===== config.mk =====
export PLATFORM = sky130hd
export DESIGN_NAME = poisson_variate_by_inversion
export DESIGN_NICKNAME = d
export VERILOG_FILES = /design/src/hw/rtl/pvi_pkg.sv /design/src/hw/rtl/pvi_divider.sv /design/src/hw/rtl/poisson_variate_by_inversion.sv
export SDC_FILE = /design/constraint.sdc
export NUM_CORES = 2
export LEC_CHECK = 0
export BUFFER_PORTS_ARGS = -buffer_cell sky130_fd_sc_hd__buf_2
export CORE_ASPECT_RATIO = 0.8
export CORE_MARGIN = 2
export CORE_UTILIZATION = 63
export CTS_CLUSTER_SIZE = 10
export DETAILED_ROUTE_END_ITERATION = 10
export PLACE_DENSITY = 0.8
export REMOVE_ABC_BUFFERS = 1
export SLEW_MARGIN = 5
export SYNTH_ARGS = -nofsm -noshare
export SYNTH_HDL_FRONTEND = slang
export SYNTH_HIERARCHICAL = 1
export SYNTH_SLANG_ARGS = --single-unit

===== constraint.sdc =====
create_clock -name clk -period 28 [get_ports clk]
set_input_delay 4.2 -clock clk [delete_from_list [all_inputs] [get_ports clk]]
set_output_delay 4.2 -clock clk [all_outputs]
set_load 0.02 [all_outputs]

===== src/hw/rtl/pvi_pkg.sv =====
// shared types and constants for the poisson variate by inversion block
// no dependencies; used by pvi_divider, poisson_variate_by_inversion and the bench
package pvi_pkg;

  localparam int WORD_W     = 32;
  localparam int FRAC_W     = 40;
  localparam int PROB_W     = FRAC_W + 1;
  localparam int MEAN_FRAC  = 24;
  localparam int MUL_B_W    = 24;
  localparam int MUL_W      = WORD_W + MUL_B_W;
  localparam int DIVIDEND_W = 50;
  localparam int DIV_STEPS  = DIVIDEND_W / 2;
  localparam int OUT_W      = 8;
  localparam int CFG_IDX_W  = 1;

  localparam logic [PROB_W-1:0] P_CLAMP = PROB_W'(1) << FRAC_W;

  localparam logic [CFG_IDX_W-1:0] REG_MEAN_RATE  = 1'b0;
  localparam logic [CFG_IDX_W-1:0] REG_START_PROB = 1'b1;

  localparam logic [WORD_W-1:0] MEAN_RATE_RESET  = 32'd16777216;
  localparam logic [WORD_W-1:0] START_PROB_RESET = 32'd1580030169;

  typedef enum logic [2:0] {
    ST_IDLE,
    ST_CHECK,
    ST_MUL_LO,
    ST_MUL_HI,
    ST_DIVIDE,
    ST_DONE
  } state_t;

endpackage


===== src/hw/rtl/pvi_divider.sv =====
// iterative restoring divider, two quotient bits per cycle
// depends on pvi_pkg for the dividend width and step count
module pvi_divider #(
  parameter int DIVISOR_W = 8
) (
  input  logic                              clk,
  input  logic                              rst,
  input  logic                              start,
  input  logic [pvi_pkg::DIVIDEND_W-1:0]    dividend,
  input  logic [DIVISOR_W-1:0]              divisor,
  output logic                              done,
  output logic [pvi_pkg::DIVIDEND_W-1:0]    quotient
);

  localparam int CNT_W = $clog2(pvi_pkg::DIV_STEPS);
  localparam logic [CNT_W-1:0] LAST_STEP = CNT_W'(pvi_pkg::DIV_STEPS - 1);

  logic                           busy;
  logic [CNT_W-1:0]               step;
  logic [pvi_pkg::DIVIDEND_W-1:0] work;
  logic [DIVISOR_W-1:0]           rem;
  logic [DIVISOR_W-1:0]           dvs;

  logic [DIVISOR_W:0]             t1, t2;
  logic                           ge1, ge2;
  logic [DIVISOR_W-1:0]           rem1, rem2;
  logic [pvi_pkg::DIVIDEND_W-1:0] work1, work2;

  // two dependent shift-compare-subtract steps
  always_comb begin
    t1    = {rem, work[pvi_pkg::DIVIDEND_W-1]};
    ge1   = t1 >= {1'b0, dvs};
    rem1  = ge1 ? DIVISOR_W'(t1 - {1'b0, dvs}) : t1[DIVISOR_W-1:0];
    work1 = {work[pvi_pkg::DIVIDEND_W-2:0], ge1};
    t2    = {rem1, work1[pvi_pkg::DIVIDEND_W-1]};
    ge2   = t2 >= {1'b0, dvs};
    rem2  = ge2 ? DIVISOR_W'(t2 - {1'b0, dvs}) : t2[DIVISOR_W-1:0];
    work2 = {work1[pvi_pkg::DIVIDEND_W-2:0], ge2};
  end

  always_ff @(posedge clk) begin
    if (rst) begin
      busy <= 1'b0;
      done <= 1'b0;
      step <= '0;
    end else begin
      done <= 1'b0;
      if (start) begin
        busy <= 1'b1;
        step <= '0;
      end else if (busy) begin
        step <= step + CNT_W'(1);
        if (step == LAST_STEP) begin
          busy <= 1'b0;
          done <= 1'b1;
        end
      end
    end
  end

  always_ff @(posedge clk) begin
    if (start) begin
      work <= dividend;
      rem  <= '0;
      dvs  <= divisor;
    end else if (busy) begin
      work <= work2;
      rem  <= rem2;
    end
  end

  assign quotient = work;

endmodule


===== src/hw/rtl/poisson_variate_by_inversion.sv =====
// poisson variate by inversion: one uniform word in, one count out
// sequence: the accepted word is loaded, then each iteration runs a compare/subtract
//   step, two shared multiply passes (low then high bits of p) and a divide by
//   count in the two-bit-per-cycle divider, until the loop stops and the result is offered
// throughput: one word at a time, next word taken after the result is taken
// reset: synchronous rst returns the sequencer to idle, configuration registers to defaults
module poisson_variate_by_inversion #(
  parameter int MAX_COUNT = 255
) (
  input  logic                              clk,
  input  logic                              rst,
  // input stream
  input  logic                              s_axis_tvalid,
  output logic                              s_axis_tready,
  input  logic [31:0]                       s_axis_tdata,  // [31:0] uniform_word
  // output stream
  output logic                              m_axis_tvalid,
  input  logic                              m_axis_tready,
  output logic [7:0]                        m_axis_tdata,  // [7:0] event_count
  output logic                              m_axis_tuser,  // [0] count_saturated
  // configuration writes
  input  logic                              cfg_valid,
  output logic                              cfg_ready,
  input  logic [pvi_pkg::CFG_IDX_W-1:0]     cfg_index,
  input  logic [31:0]                       cfg_data
);

  localparam int COUNT_W = $clog2(MAX_COUNT + 1);
  localparam logic [COUNT_W-1:0] COUNT_LIMIT = COUNT_W'(MAX_COUNT);

  // configuration registers
  logic [pvi_pkg::WORD_W-1:0] mean_rate;
  logic [pvi_pkg::WORD_W-1:0] start_probability;

  // sequencer
  pvi_pkg::state_t state, state_next;

  // datapath registers: residual u, running probability p, count, partial product
  logic [pvi_pkg::FRAC_W-1:0] u;
  logic [pvi_pkg::PROB_W-1:0] p;
  logic [COUNT_W-1:0]         count;
  logic [pvi_pkg::WORD_W-1:0] acc;

  logic                           keep_going;
  logic [pvi_pkg::MUL_B_W-1:0]    mul_b;
  logic [pvi_pkg::MUL_W-1:0]      mul_prod;
  logic [pvi_pkg::DIVIDEND_W-1:0] div_dividend;
  logic                           div_start;
  logic                           div_done;
  logic [pvi_pkg::DIVIDEND_W-1:0] div_quotient;

  assign cfg_ready = 1'b1;

  always_ff @(posedge clk) begin
    if (rst) begin
      mean_rate         <= pvi_pkg::MEAN_RATE_RESET;
      start_probability <= pvi_pkg::START_PROB_RESET;
    end else if (cfg_valid) begin
      unique case (cfg_index)
        pvi_pkg::REG_MEAN_RATE:  mean_rate         <= cfg_data;
        pvi_pkg::REG_START_PROB: start_probability <= cfg_data;
        default: ;
      endcase
    end
  end

  // loop continues while u > p and the count limit is not reached
  assign keep_going = ({1'b0, u} > p) && (count < COUNT_LIMIT);

  // shared multiplier: low 24 bits of p first, then the high bits
  assign mul_b    = (state == pvi_pkg::ST_MUL_LO) ? p[pvi_pkg::MEAN_FRAC-1:0]
                  : pvi_pkg::MUL_B_W'(p[pvi_pkg::PROB_W-1:pvi_pkg::MEAN_FRAC]);
  assign mul_prod = pvi_pkg::MUL_W'(mean_rate) * pvi_pkg::MUL_W'(mul_b);

  // floor(mean * p / 2^24) = mean * p_hi + floor(mean * p_lo / 2^24)
  assign div_dividend = pvi_pkg::DIVIDEND_W'(mul_prod) + pvi_pkg::DIVIDEND_W'(acc);

  // next state
  always_comb begin
    state_next = state;
    unique case (state)
      pvi_pkg::ST_IDLE:   if (s_axis_tvalid) state_next = pvi_pkg::ST_CHECK;
      pvi_pkg::ST_CHECK:  state_next = keep_going ? pvi_pkg::ST_MUL_LO : pvi_pkg::ST_DONE;
      pvi_pkg::ST_MUL_LO: state_next = pvi_pkg::ST_MUL_HI;
      pvi_pkg::ST_MUL_HI: state_next = pvi_pkg::ST_DIVIDE;
      pvi_pkg::ST_DIVIDE: if (div_done) state_next = pvi_pkg::ST_CHECK;
      pvi_pkg::ST_DONE:   if (m_axis_tready) state_next = pvi_pkg::ST_IDLE;
      default:            state_next = pvi_pkg::ST_IDLE;
    endcase
  end

  // handshake and unit controls
  always_comb begin
    s_axis_tready = (state == pvi_pkg::ST_IDLE);
    m_axis_tvalid = (state == pvi_pkg::ST_DONE);
    div_start     = (state == pvi_pkg::ST_MUL_HI);
  end

  always_ff @(posedge clk) begin
    if (rst) begin
      state <= pvi_pkg::ST_IDLE;
    end else begin
      state <= state_next;
    end
  end

  always_ff @(posedge clk) begin
    unique case (state)
      pvi_pkg::ST_IDLE: begin
        if (s_axis_tvalid) begin
          u     <= {s_axis_tdata, 8'b0};
          p     <= {1'b0, start_probability, 8'b0};
          count <= '0;
        end
      end
      pvi_pkg::ST_CHECK: begin
        if (keep_going) begin
          u     <= pvi_pkg::FRAC_W'({1'b0, u} - p);
          count <= count + COUNT_W'(1);
        end
      end
      pvi_pkg::ST_MUL_LO: begin
        acc <= mul_prod[pvi_pkg::MUL_W-1:pvi_pkg::MEAN_FRAC];
      end
      pvi_pkg::ST_DIVIDE: begin
        // clamp the new probability to 1.0
        if (div_done) begin
          if (div_quotient > pvi_pkg::DIVIDEND_W'(pvi_pkg::P_CLAMP)) begin
            p <= pvi_pkg::P_CLAMP;
          end else begin
            p <= div_quotient[pvi_pkg::PROB_W-1:0];
          end
        end
      end
      default: ;
    endcase
  end

  pvi_divider #(
    .DIVISOR_W(COUNT_W)
  ) u_divider (
    .clk      (clk),
    .rst      (rst),
    .start    (div_start),
    .dividend (div_dividend),
    .divisor  (count),
    .done     (div_done),
    .quotient (div_quotient)
  );

  // result word: count truncated to 8 bits, flag when the limit was reached
  assign m_axis_tdata = pvi_pkg::OUT_W'(count);
  assign m_axis_tuser = (count >= COUNT_LIMIT);

endmodule


Word level (Yosys, flattened, before mapping)
Index checks and enable logic that the tools add are counted.
Storage, ports and cells
  register bits after elaboration: 261
  input port bits: 70
Operators by class
  add/subtract/negate cells: 6
  $mul: 1
  $lt $le $gt $ge: 6
  equal/unequal tests: 10
  muxes and demuxes: 24
  bitwise logic cells: 2
  reduce and logical (&&, ||, !) cells: 12
Operators with widths (count)
  2-to-1 mux 41 bit: 3
  2-to-1 mux 50 bit: 2
  case mux 41 bit (2 select lines): 1
  2-to-1 mux 40 bit: 2
  case mux 40 bit (2 select lines): 1
  multiplier 32 x 24 -> 56 bit: 1
  adder 50 x 32 -> 50 bit: 1
  > comparator 50 x 41 -> 1 bit (second input constant): 1
  > comparator 40 x 41 -> 1 bit: 1
  subtractor 40 bit: 1
  2-to-1 mux 8 bit: 4
  2-to-1 mux 24 bit: 1
  greater-or-equal comparator 9 x 8 -> 1 bit: 2
  case mux 3 bit (6 select lines): 1
  case mux 8 bit (2 select lines): 1
  subtractor 8 bit: 2
  2-to-1 mux 3 bit: 4
  AND reduction 3 bit: 3
  adder 8 x 1 -> 8 bit (second input constant): 1
  greater-or-equal comparator 8 bit (second input constant): 1
  less-than comparator 8 bit (second input constant): 1
  equality test 3 x 2 -> 1 bit (second input constant): 2
  equality test 3 bit (second input constant): 2
  nonzero test 2 bit: 3
  12 further kinds: 19

Longest topological paths before layout
  depth in word-level cells: 5
  mapped depth: 43

Cells and area by module
The synthesis kept the hierarchy.
By module, submodules not included
  poisson_variate_by_inversion: times used 1, cells an instance 4166, area each 36896.6 µm²
  pvi_divider: times used 1, cells an instance 292, area each 3736.1 µm²

Worst setup path before layout
No wires, ideal clock.
  path kind: register to register
  from: register state[1]
  to: register u_divider.work (netlist bit u_divider/quotient[47]), data pin
  library setup time: 260 ps
  arrival: 9773 ps
  data required time: 27740 ps
  path slack: 17967 ps
  cell stages (with the launch flop): 34
  path buffers: 5
  clock period less this slack: 10033 ps
  cells stage by stage: dfxtp_1 -> inv_1 -> nor3_1 -> clkbuf_1 -> clkbuf_1 -> clkbuf_1 -> clkbuf_1 -> and3_1 -> fa_1 -> fa_1 -> fa_1 -> fa_1 -> fa_1 -> fa_1 -> inv_1 -> fa_1 -> inv_1 -> ha_1 -> buf_2 -> a21oi_1 -> o21ai_1 -> o31ai_2 -> a31oi_4 -> xor2_1 -> ha_1 -> nand3_1 -> nor2_1 -> a221o_1 -> a41o_1 -> o22ai_1 -> nand3b_2 -> or4b_4 -> xnor2_2 -> mux2_2
Between the ends
  word-level cells in the longest chain between the ends: 5
  elaborated cells on any way between the ends: 6
RTL lines
  start, declared: RTL line poisson_variate_by_inversion.sv:36  | pvi_pkg::state_t state, state_next;
  start signal, assigned: RTL line poisson_variate_by_inversion.sv:101  | state <= pvi_pkg::ST_IDLE;
  start signal, assigned: RTL line poisson_variate_by_inversion.sv:103  | state <= state_next;
  equality test 3 x 2 -> 1 bit: RTL line poisson_variate_by_inversion.sv:71  | assign mul_b = (state == pvi_pkg::ST_MUL_LO) ? p[pvi_pkg::MEAN_FRAC-1:0]
  2-to-1 mux 24 bit: RTL line poisson_variate_by_inversion.sv:71
  multiplier 32 x 24 -> 56 bit: RTL line poisson_variate_by_inversion.sv:73  | assign mul_prod = pvi_pkg::MUL_W'(mean_rate) * pvi_pkg::MUL_W'(mul_b);
  net mul_prod (one bit): RTL line poisson_variate_by_inversion.sv:46  | logic [pvi_pkg::MUL_W-1:0] mul_prod;
  adder 50 x 32 -> 50 bit: RTL line poisson_variate_by_inversion.sv:76  | assign div_dividend = pvi_pkg::DIVIDEND_W'(mul_prod) + pvi_pkg::DIVIDEND_W'(acc);
  net div_dividend (one bit): RTL line poisson_variate_by_inversion.sv:47  | logic [pvi_pkg::DIVIDEND_W-1:0] div_dividend;
  2-to-1 mux 50 bit: RTL line pvi_divider.sv:62  | if (start) begin
  end signal, assigned: RTL line pvi_divider.sv:63  | work <= dividend;
  end signal, assigned: RTL line pvi_divider.sv:67  | work <= work2;
  end, declared: RTL line pvi_divider.sv:20  | logic [pvi_pkg::DIVIDEND_W-1:0] work;
The timed path passes the listed nets, and every way through them passes these cells.
A chain may end at the register's enable or synchronous reset.

Worst setup path after layout
Same ends and word-level chain as after synthesis.

==> reports/qor.txt <==
critical path's most frequent cell -> fa_1
worst r2r src -> state[1]
Layout Skew -> 21.0 ps
die height -> 231 µm
fin. max-slew vios -> 0
post-synthesis async set-or-reset flop share -> 0
crit path time final -> 11050 ps
Die Wd -> 288 µm
Peak Freq -> 0.0905 GHz
final hold violations -> 0
Final Setup Violations -> 0
Critical path origin -> state[1]
initial antenna violation count -> 1
XOR/XNOR share of the synthesized area -> 0.0322
# hold bufs at CTS -> 0
total track usage -> 0.353
vias -> 31400
TritonCTS clock tree -> done
TritonCTS Sinks -> 261
CTS H-tree depth -> 1
drt total wl -> 113 mm
Worst-path clk slew -> 60 ps
clock buffer depth -> 3
#FFs+latches synth -> 261
CTS Buf Count -> 30
drt drc -> 0
Root Driver -> clkbuf_16
Avg Synthesized Cell Area -> 9.11 µm²
dpl hpwl -> 87.3 mm
unrepaired setup endpoints after global routing -> false
share of layout cells above drive strength 1 -> 0.0780
vias in the first global route -> 32200
CP endpoint kind -> flip-flop
Rel. slew slack -> 0.112
largest net degree at the start of global routing -> 85
YS warnings -> 6
crit path max fanout -> 33
Post-Synth Adder-Cell Area -> 0.410
Critical Path RT -> 28330 ps
DIE AREA -> 66600 µm²
sequential area share after synthesis -> 0.173
top_reg_cell synth -> edfxtp_1
worst-skew pair later-pin latency -> 580 ps
Setup crit start kind -> flip-flop
Post-Synth Simple-Gate Area -> 0.175
Via density -> 5.95
placed insts -> 5227
Post-CTS Setup Bufs -> 0
Crit Path Class -> reg2reg
CP bufs+invs -> 5
Worst Slack Setup Final -> 16950 ps
DR WL/cell -> 21.5 µm
first drt pass iteration count -> 7
Detail Route Antenna Nets -> 0
Std-Cell Rows -> 83
Post-synth EDFFs -> 179
Largest delay share family, worst path -> adder cells
Mapped Cells -> 4458
critical path's largest stage delay -> 980 ps
Area growth syn-to-layout -> 5.24%
core area -> 64000 µm²
PostCTS Resize Cnt -> 0
# port buffers -> 80
Post-Route Setup TNS -> 0 ps
min-delay src -> start_probability[2]
Setup Slack @ Placement -> 17180 ps
worst hold path class -> reg2reg
Worst Tran Pin Value -> 1330 ps
Netlist cell types -> 108
nets -> 5416
max-cap violation count -> 0
worst endpoint data arrival time -> 11380 ps
first-pass GRT wire length -> 181 mm
IO Count -> 82
post-synthesis mux area share -> 0.0162
GRT overflow -> 0
status -> finished clean
compound-cell area share of the yosys netlist -> 0.0956
main combinational cell family by area after synthesis -> adder cells
period utilization -> 0.395
Post-Layout Cell Count -> 5286
Critical Path Slowest Stage Cell -> mux2_2
netlist area before placement -> 40600 µm²
DRT iter0 DRCs -> 3086
Starting Density -> 0.635
GPL Wtd Cong -> 0.992
kinds of logic (layout without fill, tap and decap cells):
family,count (synthesis),count (layout)
AND/OR/NAND/NOR,1456,1456
buffers and inverters,1039,1016
adder cells (fa/ha/maj),935,935
AO/OA/AOI/OAI,567,567
flip-flops,261,261
XOR/XNOR,140,140
multiplexers,59,59
other,1,2
registers in the layout, indices dropped and copies added (netlist names):
register            cells
u_divider/quotient     50
p                      41
u                      40
u_divider/rem           8
u_divider/dvs           8
u_divider/busy          1
start_probability      32
m_axis_tdata            8
u_divider/step          5
acc                    32
state                   3
u_divider/done          1
mean_rate              32
placed cells by master, fill, tap and decap left out, types with 15 or more instances in the layout:
cell type / synthesis / layout
a211oi_1: 19 / 18
a21o_1: 65 / 65
a21oi_1: 170 / 167
a22o_1: 32 / 32
a31oi_1: 20 / 20
and2_1: 205 / 205
and3_1: 118 / 118
buf_2: 14 / 80
buf_4: 8 / 69
clkbuf_1: 196 / 24
clkbuf_16: 0 / 30
dfxtp_1: 82 / 82
edfxtp_1: 179 / 179
fa_1: 662 / 662
ha_1: 273 / 273
inv_1: 809 / 809
mux2_2: 50 / 50
nand2_1: 678 / 677
nand2b_1: 29 / 28
nand3_1: 61 / 61
nand4_1: 28 / 28
nor2_1: 124 / 123
nor2b_1: 106 / 105
nor3_1: 34 / 33
o21a_1: 15 / 15
o21ai_0: 89 / 75
o21ai_2: 4 / 15
o21bai_1: 27 / 27
xnor2_1: 82 / 82
xor2_1: 50 / 50
layout make-up:
cell class	instances	area [µm²]
antenna	1	2.50
clock buffer	54	841
clock inverter	2	25.0
fill	5135	21200
inverter	809	3040
multi-input combinational	3158	29800
sequential	261	7020
tap	850	1060
timing repair buffer	151	958
path summary, 6_finish.rpt:
path | to | slack [ps] | depth (start not counted)
worst max-delay path | u_divider/quotient[47] | 16950 | 34
worst min-delay path | start_probability[2] | 460 | 2
worst max register to register | u_divider/quotient[47] | 16950 | 34
worst min register to register | start_probability[2] | 460 | 2
worst register-to-register path: cells and delay by family (launching register included):
family / cells / cell delay, ps
xor+xnor: 2 / 480
buf+inv: 5 / 880
mux: 2 / 1270
compound gates: 7 / 1420
flops: 1 / 460
fa+ha+maj: 9 / 4140
simple gates: 9 / 2170
through the flow:
stage,cell area (µm²),hold WS [ps],util
2_1_floorplan,39700,431,-
3_3_place_gp,41900,444,0.654
3_5_place_dp,41900,449,0.654
4_1_cts,42700,457,0.668
6_report,42800,457,0.668
5_1_grt,42800,489,0.668
metal layers:
metal,vias to the layer above,track usage,part of all wire
li1,14000,-,-
met1,15600,0.511,0.41
met2,1596,0.530,0.44
met3,200,0.0910,0.12
met4,0,0.0950,0.031
met5,-,0,0
Yosys cell counts, drive strengths merged, types with 62 or more instances:
cell | number | share of area
and3 | 119 | 0.018
fa | 662 | 0.33
nand3 | 62 | 0.0078
and2 | 205 | 0.032
nor2 | 125 | 0.012
clkbuf | 196 | 0.018
o21ai | 108 | 0.014
a21o | 65 | 0.012
xnor2 | 89 | 0.021
a21oi | 177 | 0.022
inv | 809 | 0.075
nor2b | 107 | 0.017
dfxtp | 82 | 0.040
edfxtp | 179 | 0.13
nand2 | 682 | 0.063
ha | 273 | 0.084
Power is left out: the tool's default activity adds up to more than one toggle a clock period on the data nets, which glitch-free logic cannot reach.
